`config.mk`:
```
export PLATFORM = sky130hd
export DESIGN_NAME = gabb_cell
export DESIGN_NICKNAME = d
export VERILOG_FILES = /design/src/gemm_alpha_beta_bias_top_defines.svh /design/src/gabb_pkg.sv /design/src/gabb_cell.sv
export SDC_FILE = /design/constraint.sdc
export NUM_CORES = 1
export LEC_CHECK = 0
export BUFFER_PORTS_ARGS = -buffer_cell sky130_fd_sc_hd__buf_2
export CORE_AREA = 2 2 54 56
export CTS_BUF_LIST = sky130_fd_sc_hd__clkbuf_8
export CTS_CLUSTER_SIZE = 25
export DETAILED_ROUTE_END_ITERATION = 12
export DIE_AREA = 0 0 56 58
export MAX_ROUTING_LAYER = met4
export PLACE_DENSITY = 0.76
export SYNTH_ARGS = -nofsm -noshare
export SYNTH_HDL_FRONTEND = slang
export SYNTH_SLANG_ARGS = --single-unit
```
`constraint.sdc`:
```
create_clock -name aclk -period 0.8 [get_ports aclk]
set_input_delay 0 -clock aclk [delete_from_list [all_inputs] [get_ports aclk]]
set_output_delay 0 -clock aclk [all_outputs]
set_load 0.02 [all_outputs]
```
`src/gemm_alpha_beta_bias_top_defines.svh`:
```
// assertion macros for the gemm top level
// used by gemm_alpha_beta_bias_top only
`ifndef GEMM_ALPHA_BETA_BIAS_TOP_DEFINES_SVH
`define GEMM_ALPHA_BETA_BIAS_TOP_DEFINES_SVH
// clocked implication, disabled while reset is low
`define GABB_ASSERT_IMP(label, clk, rstn, ante, cons, msg) \
    label: assert property (@(posedge clk) disable iff (!rstn) (ante) |-> (cons)) \
        else $error(msg);
// next-cycle implication
`define GABB_ASSERT_NXT(label, clk, rstn, ante, cons, msg) \
    label: assert property (@(posedge clk) disable iff (!rstn) (ante) |=> (cons)) \
        else $error(msg);
`endif

```
`src/gabb_pkg.sv`:
```
// shared types and constants for the gemm block
// no dependencies
`timescale 1ns / 1ps
`default_nettype none
package gabb_pkg;
    localparam int MAX_M_DEF = 8;
    localparam int MAX_K_DEF = 16;
    localparam int MAX_N_DEF = 8;
    localparam int AB_DEPTH = 128;
    localparam int C_DEPTH = 64;
    localparam int AW = 7;
    localparam int CW = 6;

    typedef enum logic [1:0] {
        ACT_LOAD_A = 2'd0,
        ACT_LOAD_B = 2'd1,
        ACT_LOAD_C = 2'd2,
        ACT_START  = 2'd3
    } action_t;

    typedef enum logic [7:0] {
        REG_M_ROWS  = 8'd0,
        REG_K_DEPTH = 8'd1,
        REG_N_COLS  = 8'd2,
        REG_TRANS_A = 8'd3,
        REG_TRANS_B = 8'd4,
        REG_ALPHA   = 8'd5,
        REG_BETA    = 8'd6,
        REG_C_LEN   = 8'd7
    } reg_idx_t;

    // control handed down the cell chain with each product
    typedef struct packed {
        logic       vld;
        logic       first;
        logic       fin;
        logic [5:0] idx;
        logic       last;
    } cell_ctl_t;

    function automatic logic signed [15:0] sat16(input logic signed [34:0] v);
        if (v > 35'sd32767) return 16'sh7fff;
        else if (v < -35'sd32768) return 16'sh8000;
        else return v[15:0];
    endfunction
endpackage
`default_nettype wire

```
`src/gabb_cell.sv`:
```
// one pipeline cell: registers a control word and a data word, hands both on
// uses gabb_pkg
`timescale 1ns / 1ps
`default_nettype none
module gabb_cell #(
    parameter int DW = 32
) (
    input  wire                    aclk,
    input  wire                    aresetn,
    input  gabb_pkg::cell_ctl_t    ctl_in,
    input  wire  [DW-1:0]          data_in,
    output gabb_pkg::cell_ctl_t    ctl_out,
    output logic [DW-1:0]          data_out
);
    gabb_pkg::cell_ctl_t ctl_reg;
    logic [DW-1:0] data_reg;

    // control word with reset
    always_ff @(posedge aclk) begin
        if (!aresetn) begin
            ctl_reg <= '0;
        end else begin
            ctl_reg <= ctl_in;
        end
    end

    // payload word
    always_ff @(posedge aclk) begin
        data_reg <= data_in;
    end

    assign ctl_out = ctl_reg;
    assign data_out = data_reg;
endmodule
`default_nettype wire

```
==> results.tsv, run 1 <==
metric	value	unit
drt.antenna.violating_nets	0	
cts_sinks	42	
post-dp-hpwl	1.491	mm
relSlewSlack	0.9037	
placed_cells	168	
synth_xor_area_frac	0	
end_kind	output port	
fin_util	0.7232	
io_pins	86	
cellPowerDensity	2272	mW/mm²
synth.top_cells.by_area	dfxtp_1 (93%), and2_1 (6.9%)	
antenna_found_initial	0	
hp-start	aresetn	
clkTransAtPathRegs	0.08	ns
drt_iter0_drc	8	
fin_crit	0.7801	ns
grt_pass1_vias	965	
cts.htree.levels	2	
worst-path-buf-inv	1	
gr-usage-all-layers	0.1912	
critPathSlowestCell	dfxtp_1	
die_area	0.003248	mm²
grt_max_degree	14	
via_count	863	
status	finished, final reports clean	
synth.avg_cell_area	17.37	µm²
ys_ff_latch	42	
syn_area	903.4	µm²
max-clock-path-buffers	2	
yosys.area_share.simple	0.06925	
hold_end	ctl_out[9]	
finalSetupViolations	0	
crit_fanout	1	
synth_area_leader_cell	dfxtp_1	
routed_wl	2.863	mm
detailedPlace.worstSlack	0.3331	ns
vdd_ir_drop_max	1.859	mV
start_util	0.3393	
path_cells	buf_4	
drt-pass1-iter-count	3	
core	0.002663	mm²
clk_root_buffer_cell	clkbuf_8	
crit_type	reg -> out	
grt_pass1_wl	4.278	mm
die_x	56	µm
syn_to_final_growth	113.2	%
place_area	0.001368	mm²
cts_tree	yes	
crit_required	0.80	ns
yosys.area.top_type_share	0.9307	
final-max-slew-violation-count	0	
holdWs	0.04178	ns
drc	0	
synth_fp_nets	96	
yosysSeqAreaShare	0.9307	
worst_ep_arrival_time	0.78	ns
wl_per_cell	13.13	µm
worstMarginPinSlew	0.1445	ns
hold_depth	2	
finalInstanceArea	0.001926	mm²
port-buffer-count	85	
maxCapViolations	0	
layout_setup_ws	0.01994	ns
gp_congestion	0.6646	
worstSetupStartpointType	register	
final_layout_size_suffix_gt1_frac	0.4920	
yosys.area_share.adder	0	
leakagePower	0.0009603	µW
final-hold-violation-count	0	
fmax	1282	MHz
cts_buffers	5	
ys_warn_count	0	
synthCells	52	
stdcell_count	218	
min_path_type	in -> reg	
synth_top_family_by_area	simple AND/OR/NAND/NOR gates	
nNetsFinal	230	
via_per_inst	3.959	
muxShareOfSynthArea	0	
synth_cell_type_count	2	
rows	19	
critPathMaxStageDelay	0.35	ns
synth_compound_area_frac	0	
diodes	0	
finalCritPeriodShare	0.9751	
globalRoute.totalOverflow	0	
die_height	58	µm
cp_top_family	flip-flops	
==> synth_stat cells <==
cell type,n
dfxtp_1,42
and2_1,10
==> registers in the layout, indices dropped and copies added (netlist names) <==
| name | flops |
|---|---|
| ctl_out | 10 |
| data_out | 32 |
==> placed cells by master (no fill, tap or decap) <==
cell type	n
clkinvlp_4	1
dlygate4sd3_1	42
buf_4	11
buf_2	74
inv_1	1
bufinv_16	1
clkbuf_8	5
and2_1	10
dfxtp_1	42
==> metal layers <==
metal	vias to the layer above	global-route usage	routed length, µm
met5	-	-	0
met4	0	0.08163	19
met3	2	0.05804	254
met2	55	0.3496	1575
met1	383	0.1878	1014
li1	423	-	-
==> cells by family (layout without fill, tap and decap cells) <==
| family | Yosys count | in the layout |
|---|---|---|
| simple gates | 10 | 10 |
| flops | 42 | 42 |
| buf+inv | 0 | 135 |
==> cell type report <==
class	count	area [µm²]
Timing Repair Buffer	127	873.3
Sequential cell	42	840.8
Fill cell	196	737.0
Clock buffer	5	68.82
Multi-Input combinational cell	10	62.56
Clock inverter	3	41.29
Tap cell	31	38.79
==> what timing repair did <==
item | 4_1_cts | 5_1_grt
hold buffers | 42 | 0
resized for setup | 0 | 11
endpoints found under the hold margin | 42 | 0
buffers inserted | 0 | 0
setup endpoints to repair | 0 | 11
==> worst max path at each step <==
stage                       from      endpoint  slack [ns]  depth (start not counted)
global placement    data_out[30]  data_out[30]        0.36                          1
CTS                 data_out[15]  data_out[15]        0.01                          1
finish              data_out[28]  data_out[28]        0.02                          1
detailed placement  data_out[15]  data_out[15]        0.33                          1
global route        data_out[22]  data_out[22]       -0.01                          1
floorplan             ctl_out[0]    ctl_out[0]        0.40                          0
==> stage by stage <==
step | power (µW) | TNS, ns
6_report | 4375 | 0
5_1_grt | 4539 | -0.01348
2_1_floorplan | 2441 | 0
3_5_place_dp | 2650 | 0
3_3_place_gp | 2639 | 0
4_1_cts | 4382 | 0
==> power by group <==
group          total (µW)  switching [µW]  internal (µW)
registers            2230            29.4           2200
logic                 561             253            308
clock network        1580             665            918
total                4370             947           3430
(Power assumes the default switching activity.)
==> inputs of run 2 (changes only) <==
--- a/config.mk
+++ b/config.mk
@@ -13,6 +13,7 @@
 export DIE_AREA = 0 0 56 58
 export MAX_ROUTING_LAYER = met4
 export PLACE_DENSITY = 0.76
+export SETUP_SLACK_MARGIN = 0.02
 export SYNTH_ARGS = -nofsm -noshare
 export SYNTH_HDL_FRONTEND = slang
 export SYNTH_SLANG_ARGS = --single-unit
==> results.tsv, run 2 (same netlist as run 1, synthesis figures left out) <==
metric	value	unit	change
port-buffer-count	85		unchanged
grt_pass1_vias	958		was 965
final-hold-violation-count	0		unchanged
finalCritPeriodShare	0.9864		was 0.9751
gp_congestion	0.6646		unchanged
worst-path-buf-inv	1		unchanged
syn_to_final_growth	118.8	%	was 113.2%
cts_sinks	42		unchanged
final_cell_mix	buf_2 (63), dlygate4sd3_1 (42), dfxtp_1 (35)		was buf_2 (74), dfxtp_1 (42), dlygate4sd3_1 (42)
drt.antenna.violating_nets	0		unchanged
worstMarginPinSlew	0.1420	ns	was 0.1445 ns
min_path_type	in -> reg		unchanged
antenna_found_initial	0		unchanged
globalRoute.totalOverflow	0		unchanged
final-max-slew-violation-count	0		unchanged
end_kind	output port		unchanged
hp-start	aresetn		unchanged
rows	19		unchanged
cp_top_family	flip-flops		unchanged
worst_ep_arrival_time	0.79	ns	was 0.78 ns
final_layout_size_suffix_gt1_frac	0.5294		was 0.4920
crit_type	reg -> out		unchanged
die_area	0.003248	mm²	unchanged
layout_commonest_cell	buf_2		unchanged
max-clock-path-buffers	2		unchanged
drt_iter0_drc	14		was 8
finalSetupViolations	0		unchanged
post-dp-hpwl	1.491	mm	unchanged
maxCapViolations	0		unchanged
relSlewSlack	0.9053		was 0.9037
critPathSlowestCell	dfxtp_1		unchanged
post_cts_buffers	0		unchanged
drc	0		unchanged
clkTransAtPathRegs	0.08	ns	about the same
core	0.002663	mm²	unchanged
cts_tree	yes		unchanged
via_count	879		was 863
p_total	4413	µW	was 4375 µW
path_cells	buf_4		unchanged
leakagePower	0.0009731	µW	was 0.0009603 µW
crit_fanout	1		unchanged
crit_required	0.80	ns	about the same
start_util	0.3393		unchanged
routed_wl	3.001	mm	was 2.863 mm
worstSetupStartpointType	register		unchanged
io_pins	86		unchanged
grt_pass1_wl	4.222	mm	was 4.278 mm
rsz0062_at_grt	true		
vdd_ir_drop_max	1.861	mV	was 1.859 mV
diodes	0		unchanged
largest_register_ffs	32		unchanged
setup_tns	0	ns	unchanged
gr-usage-all-layers	0.1868		was 0.1912
fin_util	0.7425		was 0.7232
fin_crit	0.7891	ns	was 0.7801 ns
critPathMaxStageDelay	0.35	ns	about the same
clk_root_buffer_cell	clkbuf_8		unchanged
placed_cells	168		unchanged
status	finished, final reports clean		unchanged
wl_per_cell	13.77	µm	was 13.13 µm
nNetsFinal	230		unchanged
drt-pass1-iter-count	4		was 3
hold_depth	2		unchanged
die_x	56	µm	unchanged
die_height	58	µm	unchanged
cts_buffers	5		unchanged
stdcell_count	218		unchanged
cellPowerDensity	2232	mW/mm²	was 2272 mW/mm²
fmax	1267	MHz	was 1282 MHz
grt_max_degree	14		unchanged
hold_end	ctl_out[9]		unchanged
via_per_inst	4.032		was 3.959
cts.htree.levels	2		unchanged
run 2: changes by cell type in the layout (fill, tap and decap cells not counted):
cell	before	now
buf_6	0	4
buf_4	11	18
dfxtp_1	42	35
dfxtp_2	0	7
buf_2	74	63
run 2: area by class of cell:
| class | count | area, µm² |
|---|---|---|
| repair buffers | 127 | 915.9 |
| flip-flops and latches | 42 | 849.6 |
| fillers | 188 | 685.7 |
| clock buffers | 5 | 68.82 |
| multi-input cells | 10 | 62.56 |
| clock inverters | 3 | 41.29 |
| well taps | 31 | 38.79 |
run 2: power breakdown:
group	switching (µW)	internal [µW]
clock	666	918
sequential	35.9	2210
combinational	256	330
run 2: stage by stage:
| step | hold WS (ns) | area [µm²] | setup slack, ns |
|---|---|---|---|
| after detailed placement | 0.1038 | 1368 | 0.3331 |
| after global placement | 0.1018 | 1368 | 0.3606 |
| after floorplan | 0.02772 | 903.4 | 0.4049 |
| final | 0.04155 | 1977 | 0.01091 |
| after CTS | 0.01779 | 1901 | 0.02504 |
| after global routing | 0.04813 | 1977 | -0.03819 |
run 2: metal layers:
metal / global-route usage / up-vias / share of wire
li1: - / 424 / -
met1: 0.1778 / 398 / 0.35
met2: 0.3462 / 55 / 0.57
met3: 0.05804 / 2 / 0.078
met4: 0.08163 / 0 / 0.0063
met5: - / - / 0
run 2: how the worst max path moves through the flow:
stage	start	end	slack, ns	cells past startpoint
after detailed placement	data_out[15]	data_out[15]	0.33	1
final	ctl_out[0]	ctl_out[0]	0.01	1
after global placement	data_out[30]	data_out[30]	0.36	1
after global routing	ctl_out[0]	ctl_out[0]	-0.04	1
after CTS	ctl_out[4]	ctl_out[4]	0.03	1
after floorplan	ctl_out[0]	ctl_out[0]	0.40	0
run 2: timing repair:
action	CTS	global route
resized for setup	1	32
hold endpoints to repair	42	0
hold buffers	42	0
endpoints found under the setup margin	1	22
